## src/hdl/polyline_nearest_progress_core_defines.svh

```systemverilog
// ----------------------------------------------------------------------------
// polyline nearest progress assertion macros
// shared concurrent assertion forms, clocked on clk with synchronous reset
// ----------------------------------------------------------------------------
`ifndef POLYLINE_NEAREST_PROGRESS_CORE_DEFINES_SVH
`define POLYLINE_NEAREST_PROGRESS_CORE_DEFINES_SVH

// condition holds on every clock edge out of reset
`define PNP_ASSERT_ALWAYS(lbl, cond, msg) \
  lbl: assert property (@(posedge clk) disable iff (!rst_n) (cond)) else $error(msg);

// antecedent implies consequent in the next cycle
`define PNP_ASSERT_NEXT(lbl, ante, cons, msg) \
  lbl: assert property (@(posedge clk) disable iff (!rst_n) (ante) |=> (cons)) \
    else $error(msg);

`endif

```

## src/hdl/pnp_pkg.sv

```systemverilog
// ----------------------------------------------------------------------------
// pnp_pkg
// shared types and constants of the polyline nearest progress core
// ----------------------------------------------------------------------------
package pnp_pkg;

  localparam int COORD_FRAC_BITS_DEF = 16;
  localparam int ALPHA_FRAC_BITS_DEF = 16;
  localparam logic [15:0] TOL_RESET = 16'd1;

  typedef enum logic [4:0] {
    OP_NONE, OP_LOAD, OP_CHECK, OP_MDXX, OP_MDYY, OP_MUXD, OP_MUYD, OP_DOTS,
    OP_DINIT, OP_DIV, OP_MEX, OP_MEY, OP_MPR, OP_MEXX, OP_MEYY, OP_D2S,
    OP_CMP, OP_UPD
  } dp_op_t;

  typedef enum logic [4:0] {
    ST_IDLE, ST_CHECK, ST_M1, ST_M2, ST_M3, ST_M4, ST_M5, ST_DINIT, ST_DIV,
    ST_E1, ST_E2, ST_E3, ST_E4, ST_E5, ST_E6, ST_CMP, ST_UPD
  } ctrl_state_t;

  typedef struct packed {
    dp_op_t op;
  } dp_cmd_t;

  typedef struct packed {
    logic in_route;
    logic route_bad;
    logic back;
    logic div_run;
    logic out_busy;
  } dp_status_t;

endpackage

```

## src/hdl/pnp_ctrl.sv

```systemverilog
// ----------------------------------------------------------------------------
// pnp_ctrl
// sequencer that steps the shared multiplier and divider per sample
// ----------------------------------------------------------------------------
module pnp_ctrl import pnp_pkg::*; (
  input  logic       clk,
  input  logic       rst_n,
  input  logic       in_tvalid,
  output logic       in_tready,
  input  dp_status_t sts,
  output dp_cmd_t    cmd
);

  ctrl_state_t state_r, state_nxt;

  always_ff @(posedge clk) begin
    if (!rst_n) begin
      state_r <= ST_IDLE;
    end else begin
      state_r <= state_nxt;
    end
  end

  always_comb begin
    state_nxt = state_r;
    unique case (state_r)
      ST_IDLE:  if (in_tvalid) state_nxt = ST_CHECK;
      ST_CHECK: begin
        if (sts.in_route && !sts.route_bad && !sts.back) state_nxt = ST_M1;
        else state_nxt = ST_UPD;
      end
      ST_M1:    state_nxt = ST_M2;
      ST_M2:    state_nxt = ST_M3;
      ST_M3:    state_nxt = ST_M4;
      ST_M4:    state_nxt = ST_M5;
      ST_M5:    state_nxt = ST_DINIT;
      ST_DINIT: state_nxt = ST_DIV;
      ST_DIV:   if (!sts.div_run) state_nxt = ST_E1;
      ST_E1:    state_nxt = ST_E2;
      ST_E2:    state_nxt = ST_E3;
      ST_E3:    state_nxt = ST_E4;
      ST_E4:    state_nxt = ST_E5;
      ST_E5:    state_nxt = ST_E6;
      ST_E6:    state_nxt = ST_CMP;
      ST_CMP:   state_nxt = ST_UPD;
      ST_UPD:   if (!sts.out_busy) state_nxt = ST_IDLE;
      default:  state_nxt = ST_IDLE;
    endcase
  end

  always_comb begin
    in_tready = 1'b0;
    cmd.op    = OP_NONE;
    unique case (state_r)
      ST_IDLE: begin
        in_tready = 1'b1;
        if (in_tvalid) cmd.op = OP_LOAD;
      end
      ST_CHECK: cmd.op = OP_CHECK;
      ST_M1:    cmd.op = OP_MDXX;
      ST_M2:    cmd.op = OP_MDYY;
      ST_M3:    cmd.op = OP_MUXD;
      ST_M4:    cmd.op = OP_MUYD;
      ST_M5:    cmd.op = OP_DOTS;
      ST_DINIT: cmd.op = OP_DINIT;
      ST_DIV:   if (sts.div_run) cmd.op = OP_DIV;
      ST_E1:    cmd.op = OP_MEX;
      ST_E2:    cmd.op = OP_MEY;
      ST_E3:    cmd.op = OP_MPR;
      ST_E4:    cmd.op = OP_MEXX;
      ST_E5:    cmd.op = OP_MEYY;
      ST_E6:    cmd.op = OP_D2S;
      ST_CMP:   cmd.op = OP_CMP;
      ST_UPD:   if (!sts.out_busy) cmd.op = OP_UPD;
      default:  cmd.op = OP_NONE;
    endcase
  end

endmodule

```

## config.mk

```make
export PLATFORM = sky130hd
export DESIGN_NAME = pnp_ctrl
export DESIGN_NICKNAME = d
export VERILOG_FILES = /design/src/hdl/polyline_nearest_progress_core_defines.svh /design/src/hdl/pnp_pkg.sv /design/src/hdl/pnp_ctrl.sv
export SDC_FILE = /design/constraint.sdc
export NUM_CORES = 1
export LEC_CHECK = 0
export BUFFER_PORTS_ARGS = -buffer_cell sky130_fd_sc_hd__buf_4
export CELL_PAD_IN_SITES_DETAIL_PLACEMENT = 0
export CELL_PAD_IN_SITES_GLOBAL_PLACEMENT = 1
export CORE_AREA = 2 2 39 41
export DETAILED_ROUTE_END_ITERATION = 7
export DIE_AREA = 0 0 41 43
export PLACE_DENSITY = 0.77
export SYNTH_ARGS = -nofsm -noshare
export SYNTH_HDL_FRONTEND = slang
export SYNTH_SLANG_ARGS = --single-unit
```

## constraint.sdc

```tcl
create_clock -name clk -period 1.3 [get_ports clk]
set_input_delay 0.195 -clock clk [delete_from_list [all_inputs] [get_ports clk]]
set_output_delay 0.195 -clock clk [all_outputs]
set_load 0.01 [all_outputs]
```

[Word level (Yosys, flattened, before mapping)]
Index checks and enable logic that the tools add are counted.
Word-level totals
  output and inout port bits: 6
  latch bits: 0
  word-level logic and storage cells: 36
  memory bits (writable): 0
  input port bits: 8
  memories: 0
  register bits after elaboration: 5
  ROM bits: 0
Operators by class
  divide/modulo/power cells: 0
  mux-type cells: 10
  eq/ne operators: 19
  $mul: 0
  shift operators: 0
  reductions and logical operators: 6
  bitwise operators: 0
  $add $sub $neg: 0
  magnitude comparators: 0
Operators with widths (count)
  $pmux W5 S17: 2
  $eq A5 B4 Y1 const B: 8
  $mux W5: 5
  $eq A5 B3 Y1 const B: 4
  $eq A5 B2 Y1 const B: 2
  $ne A2 B2 Y1 const B: 3
  $eq A5 B1 Y1 const B: 1
  $eq A5 B5 Y1 const B: 1
  $logic_not A5 Y1: 1
  $mux W4: 1
  $reduce_and A3 Y1: 1
  $logic_and A1 B1 Y1: 2
  $logic_not A1 Y1: 2
  $mux W1: 2

[Longest topological paths before layout]
  word-level depth: 5
  depth in mapped cells: 4

[Least setup slack after synthesis]
OpenSTA, ideal clock, no wires.
  kind: reg-to-output
  start: reg state_r[2]
  end: out cmd[4] in the netlist's numbering
  stages on the path, launching flop included: 4
  setup slack: -0.091 ns
  data arrival time: 1.196 ns
  path buffers: 1
  data required time: 1.105 ns
  cells stage by stage: dfxtp_1 buf_6 or3_4 o32ai_1
RTL lines
  start, declared: RTL line pnp_ctrl.sv:14  | ctrl_state_t state_r, state_nxt;
  start signal, assigned: RTL line pnp_ctrl.sv:20  | state_r <= state_nxt;
  end, declared: RTL line pnp_ctrl.sv:11  | output dp_cmd_t cmd

==> key figures <==
Run status
  • Status: finished, violations left
  • Failing checks: negative setup slack

Synthesis
  • Post-synthesis cell area: roughly 400 sq um
  • Synth Area per Inst: about 7.5 sq um
  • Synth Instances: between 50 and 60
  • Register area share after synthesis: 0.2516
  • Register bit count reported by yosys: 5
  • Syn nets: 61
  • Netlist cell types: 31
  • YS warnings: 0

Floorplan
  • Initial Util: 0.2875
  • Die H: around 43 um
  • Site row count: 14
  • Die width: 41 um
  • Die area: approximately 1800 sq um
  • # IOs: 14
  • Area of the core: approximately 1400 sq um

Timing
  • Period Utilization, post-route: 1.174
  • Hold Vio Cnt, Final: 0
  • Setup TNS: -915.1 ps
  • RSZ-0062 raised after global routing: yes
  • Setup violations, final: 6
  • Min Tclk post-route: between 1500 and 2000 ps
  • Pins Over Slew Limit: 0
  • Hold_ws: approximately 200 ps
  • Final worst slack: -225.7 ps
  • Fmax: between 600 and 700 MHz
  • Clock Skew: between 7 and 8 ps
  • Worst relative slew slack: 0.6899
  • Worst slew pin tran: about 460 ps

Layout
  • Reg with most FFs: state_r
  • P&R area growth vs syn: 66.98%
  • Final non-filler cell area: about 660 sq um
  • Biggest regs: state_r: 5 flops
  • Max FFs per register: 5
  • N_diodes: 0
  • Layout cells sized above 1: 0.5195
  • # fillers: about 150
  • Area of the multi-input gates: 301.5 sq um
  • NumNets Final: 86
  • Sequential standard cell area: around 110 sq um

Placement
  • Pre-CTS WS: -78.77 ps
  • Placement Cell Area: between 500 and 600 sq um
  • Routability cong.: 0.7761
  • DP HPWL: 767.6 um
  • Number of port buffers: 13

Global route
  • First-pass GRT wire length: roughly 1700 um
  • GR Overflow Total: 0
  • Vias in the first global route: 441
  • Antenna violations before repair: 0
  • Gr usage total: 0.1459
  • Pin count of the biggest net entering global routing: 10

Worst setup path
  • Crit path kind: reg -> out
  • Worst-path maximum fanout: 6
  • Critical path arrival: 1330 ps
  • Crit end category: output port
  • CP startpoint kind: flip-flop
  • Required @ worst endpoint: around 1100 ps

Clock tree
  • Clock root buffer: clkbuf_4
  • Clock Path Buffers: 2
  • Clk pin slew, worst setup/hold paths: about 40 ps
  • Num CTS Buffers: 3
  • Worst-Skew Late Latency: between 200 and 250 ps
  • CTS tree: yes
  • H-Tree Level Count: 1
  • CTS sink cnt: 5

Power and ir drop
  • Cell Pwr Density: 678.3 nW/um^2
  • Leakage: about 0.29 nW
  • Maximum VDD drop: around 0.35 mV

Worst hold path
  • Worst min-delay path class: in -> reg

Detailed routing
  • Initial DRC Count: 5
  • Wire length per cell: between 10 and 15 um
  • Vias/cell: between 5 and 6
  • Detailed-route via count: ~470
  • Drt drc: 0
  • Final wirelength: approximately 1100 um
  • Drt pass-1 iters: 4
  • Remaining antenna violation count: 0

Flow run
  • Max Cap Viol: 0
[worst max-delay path, stage by stage (launching register included)]
cell     delay [ps]
dfxtp_4         350
or3_4           390
o32ai_4         220
buf_6           130
[routing by layer]
layer / routed length [um] / track usage / vias to the layer above
met5: 0 / 0 / -
met4: 0 / 0.08000 / 0
met3: 51 / 0.03141 / 0
met2: 570 / 0.2531 / 14
met1: 429 / 0.1489 / 218
li1: - / - / 239
[synth_stat cells (all sizes together)]
cell / n / area (sq um)
dfxtp: 5 / 100.1
o311a: 1 / 10.01
nor2b: 1 / 6.260
nor4b: 2 / 23.77
nand3: 1 / 5.000
inv: 2 / 7.510
a21bo: 1 / 10.01
nor3b: 1 / 7.510
nor2: 5 / 18.77
clkbuf: 2 / 7.510
a21o: 1 / 7.510
xor2: 1 / 8.760
nor4: 1 / 6.260
o21bai: 1 / 7.510
nand2b: 3 / 18.77
nand2: 3 / 11.26
o211ai: 1 / 7.510
and2: 2 / 12.51
nor3: 2 / 10.01
nand3b: 1 / 7.510
and3: 1 / 6.260
o32ai: 1 / 8.760
or3: 2 / 17.52
a21oi: 6 / 30.03
o21ai: 1 / 5.000
buf: 3 / 21.27
nand4: 1 / 6.260
o311ai: 1 / 8.760
[through the flow]
| step | total power, mW | util | cells |
|---|---|---|---|
| final | 0.4506 | 0.4801 | 93 |
| after global routing | 0.4843 | 0.4801 | 93 |
| after CTS | 0.4532 | 0.4647 | 93 |
| after detailed placement | 0.2671 | 0.4087 | 85 |
| after global placement | 0.2670 | 0.4087 | 85 |
| after floorplan | 0.2170 | - | 53 |
[final timing paths]
| check | slack, ps | endpoint | depth (start not counted) | startpoint |
|---|---|---|---|---|
| min reg2reg | 550 | state_r[1] | 2 | state_r[0] |
| min | 200 | state_r[2] | 2 | rst_n |
| max | -230 | cmd[4] | 3 | state_r[2] |
| max reg2reg | -10 | state_r[4] | 4 | state_r[2] |
[layout by cell type (no fill, tap or decap), types with 2 or more instances in the layout]
cell,count
buf_4,22
nor2_1,5
a21oi_1,4
nand2b_1,3
nand2_1,3
clkbuf_4,3
buf_6,3
or3_4,2
nor3_1,2
a21oi_2,2
and2_1,2
dfxtp_2,2
dfxtp_4,2
[power breakdown]
| group | switching [mW] | leakage [nW] | internal, mW |
|---|---|---|---|
| sequential | 0.00676 | 0.0430 | 0.155 |
| clock | 0.0622 | 0.0150 | 0.116 |
| combinational | 0.0467 | 0.233 | 0.0637 |
[layout make-up]
class | instances | area share
clock buffer | 4 | 0.03955
sequential | 5 | 0.1657
multi-input combinational | 41 | 0.4539
inverter | 2 | 0.01130
timing repair buffer | 25 | 0.2994
tap | 16 | 0.03013
[cells by family after synthesis]
logic type,after synthesis,share of synthesized area
buf+inv,7,0.09121
xor+xnor,1,0.02202
simple gates,26,0.3963
compound gates,14,0.2390
flops,5,0.2516
[what timing repair did]
action / 4_1_cts / 5_1_grt
hold buffers: 0 / 0
buffers inserted: 4 / 0
pin swaps: 8 / 2
setup endpoints to repair: 6 / 7
gates resized for setup: 10 / 4
No activity file was read; power rests on OpenSTA's default activity.
